==> src/sv/dsm_pkg.sv <==
`default_nettype none

package dsm_pkg;

  // Field widths
  localparam int LETTER_W    = 5;
  localparam int LEN_W       = 4;
  localparam int POS_W       = 32;
  localparam int PATTERN_W   = 60;
  localparam int CFG_INDEX_W = 2;
  localparam int CFG_DATA_W  = 60;

  // Config register indexes
  typedef enum logic [CFG_INDEX_W-1:0] {
    REG_PATTERN_LETTERS = 2'd0,
    REG_PATTERN_LENGTH  = 2'd1
  } cfg_reg_t;

  typedef logic [LETTER_W-1:0] letter_t;
  typedef logic [LEN_W-1:0]    len_t;
  typedef logic [POS_W-1:0]    pos_t;

endpackage

`default_nettype wire

==> src/sv/dsm_if.sv <==
`default_nettype none

// Text item channel
interface dsm_text_if;
  logic                  valid;
  logic                  ready;
  dsm_pkg::letter_t      letter;
  logic                  first;
  modport source (output valid, letter, first, input ready);
  modport sink   (input valid, letter, first, output ready);
endinterface

// Result item channel
interface dsm_result_if;
  logic                  valid;
  logic                  ready;
  logic                  match;
  dsm_pkg::pos_t         shift;
  dsm_pkg::len_t         matched_length;
  modport source (output valid, match, shift, matched_length, input ready);
  modport sink   (input valid, match, shift, matched_length, output ready);
endinterface

// Config write channel
interface dsm_cfg_if;
  logic                                valid;
  logic                                ready;
  logic [dsm_pkg::CFG_INDEX_W-1:0]     index;
  logic [dsm_pkg::CFG_DATA_W-1:0]      data;
  modport source (output valid, index, data, input ready);
  modport sink   (input valid, index, data, output ready);
endinterface

`default_nettype wire

==> src/sv/dsm_cfg.sv <==
`default_nettype none

// Pattern registers plus the prefix/suffix (border) table derived from them.
// border[q][l]: the first l pattern letters are a suffix of the first q.
module dsm_cfg #(
  parameter int MAX_PATTERN = 12
) (
  input  wire logic              clk,
  input  wire logic              rst,
  dsm_cfg_if.sink                cfg,
  output dsm_pkg::letter_t       pat [MAX_PATTERN],
  output dsm_pkg::len_t          eff_len,
  output logic [MAX_PATTERN-1:0] border [MAX_PATTERN+1]
);

  logic [dsm_pkg::PATTERN_W-1:0] pattern_letters;
  dsm_pkg::len_t                 pattern_length;

  assign cfg.ready = 1'b1;

  always_ff @(posedge clk) begin
    if (rst) begin
      pattern_letters <= '0;
      pattern_length  <= dsm_pkg::LEN_W'(1);
    end else if (cfg.valid) begin
      unique case (dsm_pkg::cfg_reg_t'(cfg.index))
        dsm_pkg::REG_PATTERN_LETTERS: begin
          pattern_letters <= cfg.data[dsm_pkg::PATTERN_W-1:0];
        end
        dsm_pkg::REG_PATTERN_LENGTH: begin
          pattern_length <= cfg.data[dsm_pkg::LEN_W-1:0];
        end
        default: begin
        end
      endcase
    end
  end

  always_comb begin
    for (int i = 0; i < MAX_PATTERN; i++) begin
      pat[i] = pattern_letters[dsm_pkg::LETTER_W*i +: dsm_pkg::LETTER_W];
    end
  end

  // Zero length acts as one, anything past the lane count is clipped.
  always_comb begin
    if (pattern_length == '0) begin
      eff_len = dsm_pkg::LEN_W'(1);
    end else if (pattern_length > dsm_pkg::LEN_W'(MAX_PATTERN)) begin
      eff_len = dsm_pkg::LEN_W'(MAX_PATTERN);
    end else begin
      eff_len = pattern_length;
    end
  end

  always_comb begin
    for (int q = 0; q <= MAX_PATTERN; q++) begin
      for (int l = 0; l < MAX_PATTERN; l++) begin
        border[q][l] = (l <= q);
        for (int j = 0; j < MAX_PATTERN - 1; j++) begin
          if (l <= q && j < l) begin
            if (pat[j] != pat[q - l + j]) begin
              border[q][l] = 1'b0;
            end
          end
        end
      end
    end
  end

endmodule

`default_nettype wire

==> src/sv/dsm_step.sv <==
`default_nettype none

// One automaton transition: pick the longest candidate prefix.
module dsm_step #(
  parameter int MAX_PATTERN   = 12,
  parameter int ALPHABET_SIZE = 26
) (
  input  wire dsm_pkg::letter_t       pat [MAX_PATTERN],
  input  wire dsm_pkg::len_t          eff_len,
  input  wire logic [MAX_PATTERN-1:0] border [MAX_PATTERN+1],
  input  wire dsm_pkg::len_t          state,
  input  wire dsm_pkg::letter_t       letter,
  output dsm_pkg::len_t               state_next
);

  dsm_pkg::len_t          q;
  logic [MAX_PATTERN-1:0] row;
  logic [MAX_PATTERN-1:0] cand;

  assign q   = (state > eff_len) ? eff_len : state;
  assign row = border[q];

  // Candidate k (lane k-1): letter extends a border of the current prefix.
  always_comb begin
    for (int k = 1; k <= MAX_PATTERN; k++) begin
      cand[k-1] = (k <= int'(q) + 1) && (k <= int'(eff_len)) &&
                  (pat[k-1] == letter) && row[k-1];
    end
  end

  always_comb begin
    state_next = '0;
    if (int'(letter) < ALPHABET_SIZE) begin
      for (int k = 1; k <= MAX_PATTERN; k++) begin
        if (cand[k-1]) begin
          state_next = dsm_pkg::LEN_W'(k);
        end
      end
    end
  end

endmodule

`default_nettype wire

==> src/sv/dfa_string_matcher.sv <==
`default_nettype none

// Finite-automaton string matcher. Text letters (0 = a .. 25 = z) arrive one
// item per cycle on the text channel unless the result side stalls; each
// one yields exactly one result item carrying the automaton state after that
// letter (matched_length), a match flag when the whole pattern ends on that
// letter, and on a match the start position (shift, modulo 2^32; zero
// otherwise). Setting first on an item starts a new text: that letter is
// position 0 and the match is restarted. The pattern (five bits per letter,
// letter zero lowest) and its length are written over the cfg channel,
// register 0 and 1, while no items are in flight; a length of 0 acts as 1
// and lengths above MAX_PATTERN are clipped. Throughput is one item per cycle
// while the result side keeps up. Accepted text goes into the input register;
// the next-state select is combinational and feeds the result register and
// the state, which load together once the result register is free. The border
// table that the select uses is pure logic off the pattern registers, so an
// item may follow a config write in the very next cycle.
module dfa_string_matcher #(
  parameter int MAX_PATTERN   = 12,
  parameter int ALPHABET_SIZE = 26
) (
  input  wire logic   clk,
  input  wire logic   rst,
  dsm_cfg_if.sink     cfg,
  dsm_text_if.sink    text,
  dsm_result_if.source result
);

  // Config and derived tables
  dsm_pkg::letter_t       pat [MAX_PATTERN];
  dsm_pkg::len_t          eff_len;
  logic [MAX_PATTERN-1:0] border [MAX_PATTERN+1];

  dsm_cfg #(
    .MAX_PATTERN (MAX_PATTERN)
  ) u_cfg (
    .clk     (clk),
    .rst     (rst),
    .cfg     (cfg),
    .pat     (pat),
    .eff_len (eff_len),
    .border  (border)
  );

  // Input register
  logic             in_valid;
  dsm_pkg::letter_t in_letter;
  logic             in_first;

  // Automaton state
  dsm_pkg::len_t prefix_state;
  dsm_pkg::pos_t text_position;

  // Result register
  logic          out_valid;
  logic          out_match;
  dsm_pkg::pos_t out_shift;
  dsm_pkg::len_t out_length;

  // advance: the held item moves into the result register this cycle
  logic          advance;
  dsm_pkg::len_t cur_state;
  dsm_pkg::pos_t cur_pos;
  dsm_pkg::len_t state_next;
  logic          hit;

  assign advance    = in_valid && (!out_valid || result.ready);
  assign text.ready = !in_valid || advance;

  // A new text restarts both the match and the position count.
  assign cur_state = in_first ? '0 : prefix_state;
  assign cur_pos   = in_first ? '0 : text_position;

  dsm_step #(
    .MAX_PATTERN   (MAX_PATTERN),
    .ALPHABET_SIZE (ALPHABET_SIZE)
  ) u_step (
    .pat        (pat),
    .eff_len    (eff_len),
    .border     (border),
    .state      (cur_state),
    .letter     (in_letter),
    .state_next (state_next)
  );

  assign hit = (state_next == eff_len);

  always_ff @(posedge clk) begin
    if (rst) begin
      in_valid <= 1'b0;
    end else if (text.ready) begin
      in_valid <= text.valid;
    end
  end

  always_ff @(posedge clk) begin
    if (text.valid && text.ready) begin
      in_letter <= text.letter;
      in_first  <= text.first;
    end
  end

  always_ff @(posedge clk) begin
    if (rst) begin
      prefix_state  <= '0;
      text_position <= '0;
    end else if (advance) begin
      prefix_state  <= state_next;
      text_position <= cur_pos + dsm_pkg::POS_W'(1);
    end
  end

  always_ff @(posedge clk) begin
    if (rst) begin
      out_valid <= 1'b0;
    end else if (advance) begin
      out_valid <= 1'b1;
    end else if (result.ready) begin
      out_valid <= 1'b0;
    end
  end

  // Shift is position - length + 1, wrapping at 32 bits.
  always_ff @(posedge clk) begin
    if (advance) begin
      out_match  <= hit;
      out_shift  <= hit ? (cur_pos + dsm_pkg::POS_W'(1) - dsm_pkg::POS_W'(eff_len)) : '0;
      out_length <= state_next;
    end
  end

  assign result.valid          = out_valid;
  assign result.match          = out_match;
  assign result.shift          = out_shift;
  assign result.matched_length = out_length;

`ifndef SYNTHESIS
  // A match always reports the full pattern length as the state.
  a_match_len: assert property (@(posedge clk) disable iff (rst)
    out_valid && out_match |-> out_length == eff_len)
    else $error("match reported with partial state");

  // No match, no shift.
  a_shift_zero: assert property (@(posedge clk) disable iff (rst)
    out_valid && !out_match |-> out_shift == '0)
    else $error("nonzero shift without match");

  // The state never runs past the lane count.
  a_state_bound: assert property (@(posedge clk) disable iff (rst)
    prefix_state <= dsm_pkg::LEN_W'(MAX_PATTERN))
    else $error("prefix state out of range");

  // Every processed item moves the position by one from its own start.
  a_pos_step: assert property (@(posedge clk) disable iff (rst)
    advance |=> text_position == $past(cur_pos) + dsm_pkg::POS_W'(1))
    else $error("text position did not advance");

  // A held item is not dropped while the result side stalls.
  a_hold: assert property (@(posedge clk) disable iff (rst)
    in_valid && !advance |=> in_valid && $stable(in_letter))
    else $error("stalled item lost");
`endif

endmodule

`default_nettype wire

==> src/flat_wrapper.sv <==
// flat-port wrapper written by rule: the top's interface ports become plain ports
module dfa_string_matcher_flat 
#(
  parameter int MAX_PATTERN   = 12,
  parameter int ALPHABET_SIZE = 26
)
  (clk, rst, cfg_valid, cfg_index, cfg_data, cfg_ready, text_valid, text_letter, text_first, text_ready, result_valid, result_match, result_shift, result_matched_length, result_ready);
  dsm_cfg_if cfg_i ();
  dsm_text_if text_i ();
  dsm_result_if result_i ();
  input  wire logic clk;
  input  wire logic rst;
  input wire logic [$bits(cfg_i.valid)-1:0] cfg_valid;
  input wire logic [$bits(cfg_i.index)-1:0] cfg_index;
  input wire logic [$bits(cfg_i.data)-1:0] cfg_data;
  output wire logic [$bits(cfg_i.ready)-1:0] cfg_ready;
  input wire logic [$bits(text_i.valid)-1:0] text_valid;
  input wire logic [$bits(text_i.letter)-1:0] text_letter;
  input wire logic [$bits(text_i.first)-1:0] text_first;
  output wire logic [$bits(text_i.ready)-1:0] text_ready;
  output wire logic [$bits(result_i.valid)-1:0] result_valid;
  output wire logic [$bits(result_i.match)-1:0] result_match;
  output wire logic [$bits(result_i.shift)-1:0] result_shift;
  output wire logic [$bits(result_i.matched_length)-1:0] result_matched_length;
  input wire logic [$bits(result_i.ready)-1:0] result_ready;
  assign cfg_i.valid = cfg_valid;
  assign cfg_i.index = cfg_index;
  assign cfg_i.data = cfg_data;
  assign cfg_ready = cfg_i.ready;
  assign text_i.valid = text_valid;
  assign text_i.letter = text_letter;
  assign text_i.first = text_first;
  assign text_ready = text_i.ready;
  assign result_valid = result_i.valid;
  assign result_match = result_i.match;
  assign result_shift = result_i.shift;
  assign result_matched_length = result_i.matched_length;
  assign result_i.ready = result_ready;
  dfa_string_matcher #(.MAX_PATTERN(MAX_PATTERN), .ALPHABET_SIZE(ALPHABET_SIZE)) u_core (.clk(clk), .rst(rst), .cfg(cfg_i), .text(text_i), .result(result_i));
endmodule
==> config.mk <==
export PLATFORM = sky130hd
export DESIGN_NAME = dfa_string_matcher_flat
export DESIGN_NICKNAME = d
export VERILOG_FILES = /design/src/sv/dsm_pkg.sv /design/src/sv/dsm_if.sv /design/src/sv/dsm_cfg.sv /design/src/sv/dsm_step.sv /design/src/sv/dfa_string_matcher.sv /design/src/flat_wrapper.sv
export SDC_FILE = /design/constraint.sdc
export NUM_CORES = 1
export LEC_CHECK = 0
export BUFFER_PORTS_ARGS = -buffer_cell sky130_fd_sc_hd__buf_4
export CAP_MARGIN = 20
export CELL_PAD_IN_SITES_DETAIL_PLACEMENT = 1
export CELL_PAD_IN_SITES_GLOBAL_PLACEMENT = 2
export CORE_UTILIZATION = 37
export CTS_CLUSTER_SIZE = 12
export DETAILED_ROUTE_END_ITERATION = 12
export GPL_ROUTABILITY_DRIVEN = 0
export PLACE_DENSITY = 0.94
export SLEW_MARGIN = 10
export SYNTH_ARGS = -nofsm -noshare
export SYNTH_HDL_FRONTEND = slang
export SYNTH_SLANG_ARGS = --single-unit
==> constraint.sdc <==
create_clock -name clk -period 6.05 [get_ports clk]
set_clock_uncertainty 0.1 [all_clocks]
set_input_delay 0.605 -clock clk [delete_from_list [all_inputs] [get_ports clk]]
set_output_delay 0.605 -clock clk [all_outputs]
set_load 0.005 [all_outputs]
After elaboration in Yosys (flattened, before gate mapping)
Index checks and enable logic that the tools add are counted.
- bits in registers: 145
- bits of input ports: 73
- output and inout bits: 40
- word-level logic and storage cells: 259
- add/sub/neg operators: 3
- magnitude comparators: 28
- eq/ne operators: 80
- muxes and demuxes: 89
- bitwise gates (word level): 1
- reductions and logical operators: 47
- operator list (cell ; count):
    5-bit != test ; 66
    4-bit by 32-bit less-or-equal comparator with 1-bit output (first input constant) ; 4
    5-bit by 32-bit less-or-equal comparator with 1-bit output (first input constant) ; 4
    1-bit two-way mux ; 69
    3-bit by 32-bit less-or-equal comparator with 1-bit output (first input constant) ; 2
    4-bit two-way mux ; 16
    5-bit equality test ; 12
    12-bit binary-select mux with 4-bit select ; 1
    1-bit logical AND ; 38
    32-bit by 1-bit adder with 32-bit output (second input constant) ; 1
    2-bit by 32-bit less-or-equal comparator with 1-bit output (first input constant) ; 1
    32-bit two-way mux ; 1
    32-bit by 4-bit subtractor with 32-bit output ; 1
    12-bit two-way mux ; 2
    4-bit less-or-equal comparator (first input constant) ; 5
    3-bit by 4-bit less-or-equal comparator with 1-bit output (first input constant) ; 4
    2-bit by 4-bit less-or-equal comparator with 1-bit output (first input constant) ; 2
    4-bit by 1-bit adder with 5-bit output (second input constant) ; 1
    5-bit greater-or-equal comparator (second input constant) ; 1
    4-bit by 5-bit less-or-equal comparator with 1-bit output (first input constant) ; 1
    5-bit less-than comparator (second input constant) ; 1
    4-bit inverter with 5-bit output ; 1
    4-bit equality test ; 1
    4-bit greater-than comparator ; 1
    9 further kinds ; 12

Logic depth before layout (Yosys ltp)
- depth after elaboration: 30
- mapped depth: 23
- mapped depth without buffers: 18

Hierarchy
A second synthesis with hierarchy kept.
- cell total of the unflattened synthesis: 1849
- area, all modules: 14441.4 µm²
- by module, submodules not included (module ; times used ; cells each ; area each (µm²)):
    dsm_cfg ; 1 ; 971 ; 7330.8
    dfa_string_matcher ; 1 ; 538 ; 4722.0
    dsm_step ; 1 ; 340 ; 2388.5

Worst setup path after synthesis
No wires, ideal clock.
- path type: flip-flop to flip-flop
- start: register u_core.in_first
- end: register u_core.out_shift[31], in the netlist u_core.result.shift[31] (data pin)
- library setup time: 0.263 ns
- arrival time: 4.539 ns
- data required time: 5.687 ns
- setup slack: 1.148 ns
- cell stages (with the launch flop): 20
- buffers on the path: 5
- period minus slack after synthesis: 4.902 ns
- cells stage by stage: edfxtp_1 buf_2 clkbuf_1 clkbuf_1 clkbuf_1 buf_1 nor2b_1 ha_1 xnor2_1 ha_1 inv_1 o21ai_0 a211oi_1 o21a_1 nand3_1 or3_1 nor3b_1 nor4b_2 xnor2_1 nor3_1
- cells in the longest elaborated chain, start to end: 22
- RTL lines (item ; line ; RTL):
    start: declaration ; dfa_string_matcher.sv:48 ; logic in_first;
    start signal: assignment ; dfa_string_matcher.sv:99 ; in_first <= text.first;
    4-bit two-way mux ; dfa_string_matcher.sv:71 ; assign cur_state = in_first ? '0 : prefix_state;
    4-bit greater-than comparator ; dsm_step.sv:20 ; assign q = (state > eff_len) ? eff_len : state;
    4-bit two-way mux ; dsm_step.sv:20 ;
    4-bit by 1-bit adder with 5-bit output / 4-bit inverter with 5-bit output (equally long branches) ; dsm_step.sv:26, dsm_step.sv:21 ;
    2-bit by 32-bit less-or-equal comparator with 1-bit output / 12-bit binary-select mux with 4-bit select (equally long branches) ; dsm_step.sv:26, dsm_step.sv:21 ;
    1-bit logical AND / 12-bit two-way mux (equally long branches) (2 in series) ; dsm_step.sv:26, dsm_step.sv:21 ;
    1-bit logical AND ; dsm_step.sv:27 ; (pat[k-1] == letter) && row[k-1];
    1-bit two-way mux ; dsm_step.sv:35 ; if (cand[k-1]) begin
    4-bit two-way mux (11 in series) ; dsm_step.sv:35 ;
    4-bit two-way mux ; dsm_step.sv:33 ; if (int'(letter) < ALPHABET_SIZE) begin
    4-bit equality test ; dfa_string_matcher.sv:86 ; assign hit = (state_next == eff_len);
    end signal: assignment ; dfa_string_matcher.sv:127 ; out_shift <= hit ? (cur_pos + dsm_pkg::POS_W'(1) - dsm_pkg::POS_W'(eff_len)) : '0;
    end: declaration ; dfa_string_matcher.sv:57 ; dsm_pkg::pos_t out_shift;
Several ways; a longest one is shown, not always the timed one. The select of a mux whose other input is x is not followed.
A chain may end at the register's enable or synchronous reset.

Worst setup path in the final report
- start: register u_core.u_cfg.pattern_length[2]
- end: register u_core.out_match, in the netlist u_core.result.match (data pin)
- cells in the longest elaborated chain, start to end: 24
- RTL lines (item ; line ; RTL):
    start: declaration ; dsm_cfg.sv:17 ; dsm_pkg::len_t pattern_length;
    start signal: assignment ; dsm_cfg.sv:24 ; pattern_length <= dsm_pkg::LEN_W'(1);
    start signal: assignment ; dsm_cfg.sv:31 ; pattern_length <= cfg.data[dsm_pkg::LEN_W-1:0];
    4-bit greater-than comparator ; dsm_cfg.sv:49 ; end else if (pattern_length > dsm_pkg::LEN_W'(MAX_PATTERN)) begin
    4-bit two-way mux ; dsm_cfg.sv:49 ;
    4-bit two-way mux (*) ; dsm_cfg.sv:47 ; if (pattern_length == '0) begin
    4-bit greater-than comparator ; dsm_step.sv:20 ;
    4-bit two-way mux ; dsm_step.sv:20 ;
    4-bit by 1-bit adder with 5-bit output / 4-bit inverter with 5-bit output (equally long branches) ; dsm_step.sv:26, dsm_step.sv:21 ;
    2-bit by 32-bit less-or-equal comparator with 1-bit output / 12-bit binary-select mux with 4-bit select (equally long branches) ; dsm_step.sv:26, dsm_step.sv:21 ;
    1-bit logical AND / 12-bit two-way mux (equally long branches) (2 in series) ; dsm_step.sv:26, dsm_step.sv:21 ;
    1-bit logical AND ; dsm_step.sv:27 ;
    1-bit two-way mux ; dsm_step.sv:35 ;
    4-bit two-way mux (11 in series) ; dsm_step.sv:35 ;
    4-bit two-way mux ; dsm_step.sv:33 ;
    4-bit equality test (*) ; dfa_string_matcher.sv:86 ;
    named net u_core.hit ; dfa_string_matcher.sv:65 ; logic hit;
    end signal: assignment ; dfa_string_matcher.sv:126 ; out_match <= hit;
    end: declaration ; dfa_string_matcher.sv:56 ; logic out_match;
Mark *: on every way through the listed nets, which the timed path passes. The rest lies on a longest branch. The select of a mux whose other input is x is not followed.

==> out/metrics.cfg <==
[global_routing]
grt_pass1_wl_um=73170
antenna_found_initial=0
grt_pass1_vias=12760
track_usage=0.2586
gr-usage-met1=0.3285
met2_usage=0.4260
grt-busiest-layer=met2
met3_usage=0.03837
grt_overflow=0
grt_start_max_net_pins=103

[synthesis]
muxShareOfSynthArea=0.006943
synth_nets=1802
yosys_warnings=0
syn_avg_cell_area_sq_um=7.771
synth-simple-area-share=0.2470
syn_area_sq_mm=0.01334
synth_xor_area_frac=0.2929
ys_async_sr_fraction=0
ys.flop_type=dfxtp_1
synth_top_family_by_area=XOR/XNOR gates
synthAdderAreaFrac=0.01276
synth-edff-count=43
synth_cell_type_count=84
ys_ff_latch=145
synth_compound_area_frac=0.1161
synthCells=1716
ys_seq_area_frac=0.2500

[setup_path]
timing.rr.start=u_core.u_cfg.pattern_length[2]$_SDFFE_PP0P_
cp.arrival_ns=5.67
crit_start=u_core.u_cfg.pattern_length[2]$_SDFFE_PP0P_
crit_path_max_fanout=33
critPathKind=reg2reg
start_kind=flop
cp-end-kind=flop
critPathRequiredTime_ns=6.12

[clocking]
cts_setup_buffers=0
hold_buffers=0
cts_tree=built
clk_pin_slew_ns=0.08
cts_resized=0
cts_root_buffer=clkbuf_16
htree_levels=4
cts_buffers=17
clk_path_buf_depth=2
worst_skew_pair.late_latency_ns=0.47
cts.sinks=145

[finish]
final_cell_mix=xnor2_1, nand2_1, xor2_1, buf_4, a21oi_1
final_nets=1793
multi_input_area_sq_mm=0.009026
fillers=4317
final_common_cell=xnor2_1
finalNonFillerCells=2181
drive_gt1_frac=0.1535
fin_area_sq_mm=0.01490
diodes=0
area_delta_synth_final_pct=11.73
regArea_sq_mm=0.003333

[floorplan]
die_width_um=191.8
io_pins=113
std_cell_rows=69
design.die.area_sq_mm=0.03680
start_util=0.3758
core_area_sq_mm=0.03548
dieHeight_um=191.8

[timing]
layout_min_cycle_time_ns=5.595
maxSlewViolCount=0
max_slew_margin=0.2648
rsz0062_at_grt=no
fmaxAchievable_mhz=178.7
tightestPinTransition_ns=1.101
tns_ns=0
timing.final.crit_share=0.9248
setup-violations-final=0
hold_violations=0

[power]
peakVddDrop_uv=252.7
leakage_nw=5.962
power_density_mw_per_mm2=194.7
total_power_mw=2.902

[routing]
wl_per_cell_um=21.44
wl_um=46770
initialDrtViolationCount=1042
drc=2
drtAntennaViolNets=0
vias_per_cell=5.715
drt_pass1_iterations=9
vias=12460

[hold_path]
min_path_type=in2reg
min_from=text_first

[run_status]
outcome=finished, violations left
violations=design-rule violations

[place]
place.detailed.hpwl_um=33880
dp_cells=2148
dpl_cell_area_sq_mm=0.01429
portBuffers=111

[run]
drv_cap=0

power by group:
group / leakage, nW / internal (mW) / switching (mW)
Clock: 0.278 / 0.616 / 0.469
Sequential: 1.23 / 1.03 / 0.0811
Combinational: 4.46 / 0.292 / 0.412
area by class of cell:
type / instances / share of cell area
clock buffer: 22 / 0.03258
clock inverter: 10 / 0.006634
inverter: 20 / 0.005039
multi-input combinational: 1352 / 0.6058
sequential: 145 / 0.2237
tap: 461 / 0.03871
timing repair buffer: 171 / 0.08750
routing by layer:
metal / wire, um / part of all wire
met4: 1996 / 0.043
met1: 20130 / 0.43
met2: 22220 / 0.48
met5: 0 / 0
met3: 2419 / 0.052
sequential cells by signal, summed over array words and instances, names as in the netlist:
signal and cells:
u_core.u_cfg.pattern_letters 60, u_core.result.shift 32, u_core.text_position 32, u_core.in_letter 5
u_core.prefix_state 4, u_core.result.matched_length 4, u_core.u_cfg.pattern_length 4, u_core.in_first 1
u_core.in_valid 1, u_core.result.match 1, u_core.result.valid 1
worst paths after layout:
kind	to	slack, ns	cells after the start
worst max-delay path	u_core.result.match$_DFFE_PP_	0.45	18
worst min-delay path	u_core.in_first$_DFFE_PP_	0.21	1
worst max register to register	u_core.result.match$_DFFE_PP_	0.45	18
worst min register to register	u_core.prefix_state[2]$_SDFFE_PP0P_	0.36	2
through the flow:
| stage | setup WS [ns] | util | hold slack [ns] |
|---|---|---|---|
| after floorplan | 1.148 | - | 0.3273 |
| after global placement | 0.8078 | 0.4027 | 0.3408 |
| after detailed placement | 0.6169 | 0.4027 | 0.3431 |
| after CTS | 0.5345 | 0.4191 | 0.2017 |
| after global routing | 0.1561 | 0.4199 | 0.2018 |
| final | 0.4547 | 0.4199 | 0.2145 |
worst max-delay path, stage by stage (launching register included):
cell,delay [ns]
dfxtp_1,0.56
a21boi_0,0.18
or2_2,0.34
ha_1,0.21
and2b_1,0.22
o211ai_2,0.18
a211oi_1,0.55
nor2_4,0.08
inv_2,0.29
ha_1,0.39
nand2b_1,0.25
a211o_1,0.25
and4_1,0.22
a31o_1,0.18
a311oi_1,0.31
o21ai_1,0.19
a21oi_4,0.16
buf_4,0.48
nor2_1,0.13
synth_stat cells (all sizes together) (8+ instances only):
cell type	n	area, sq um
nor4	28	193.9
nand2b	12	75.07
inv	20	75.07
or4	8	78.82
a211oi	10	75.07
a21oi	110	554.3
nand2	222	833.3
nand4	28	175.2
nor2b	10	62.56
a311oi	11	96.34
o21ai	33	168.9
ha	12	150.1
clkbuf	107	404.1
buf	92	509.2
nor3	102	681.9
xnor2	240	2102
edfxtp	43	1291
nand3	76	380.4
and3	11	68.82
xor2	206	1804
nor2	103	404.1
dfxtp	102	2042
o211ai	9	72.57
cells by family (layout without fill, tap and decap cells):
group,Yosys count,after routing
and+or+nand+nor,643,643
xor gates and xnor gates,446,446
muxes,9,9
DFF,145,145
adders and majority gates,13,13
AOI/OAI and AO/OA,240,240
other,1,1
buffers and inverters,219,223
(Power assumes the default switching activity.)
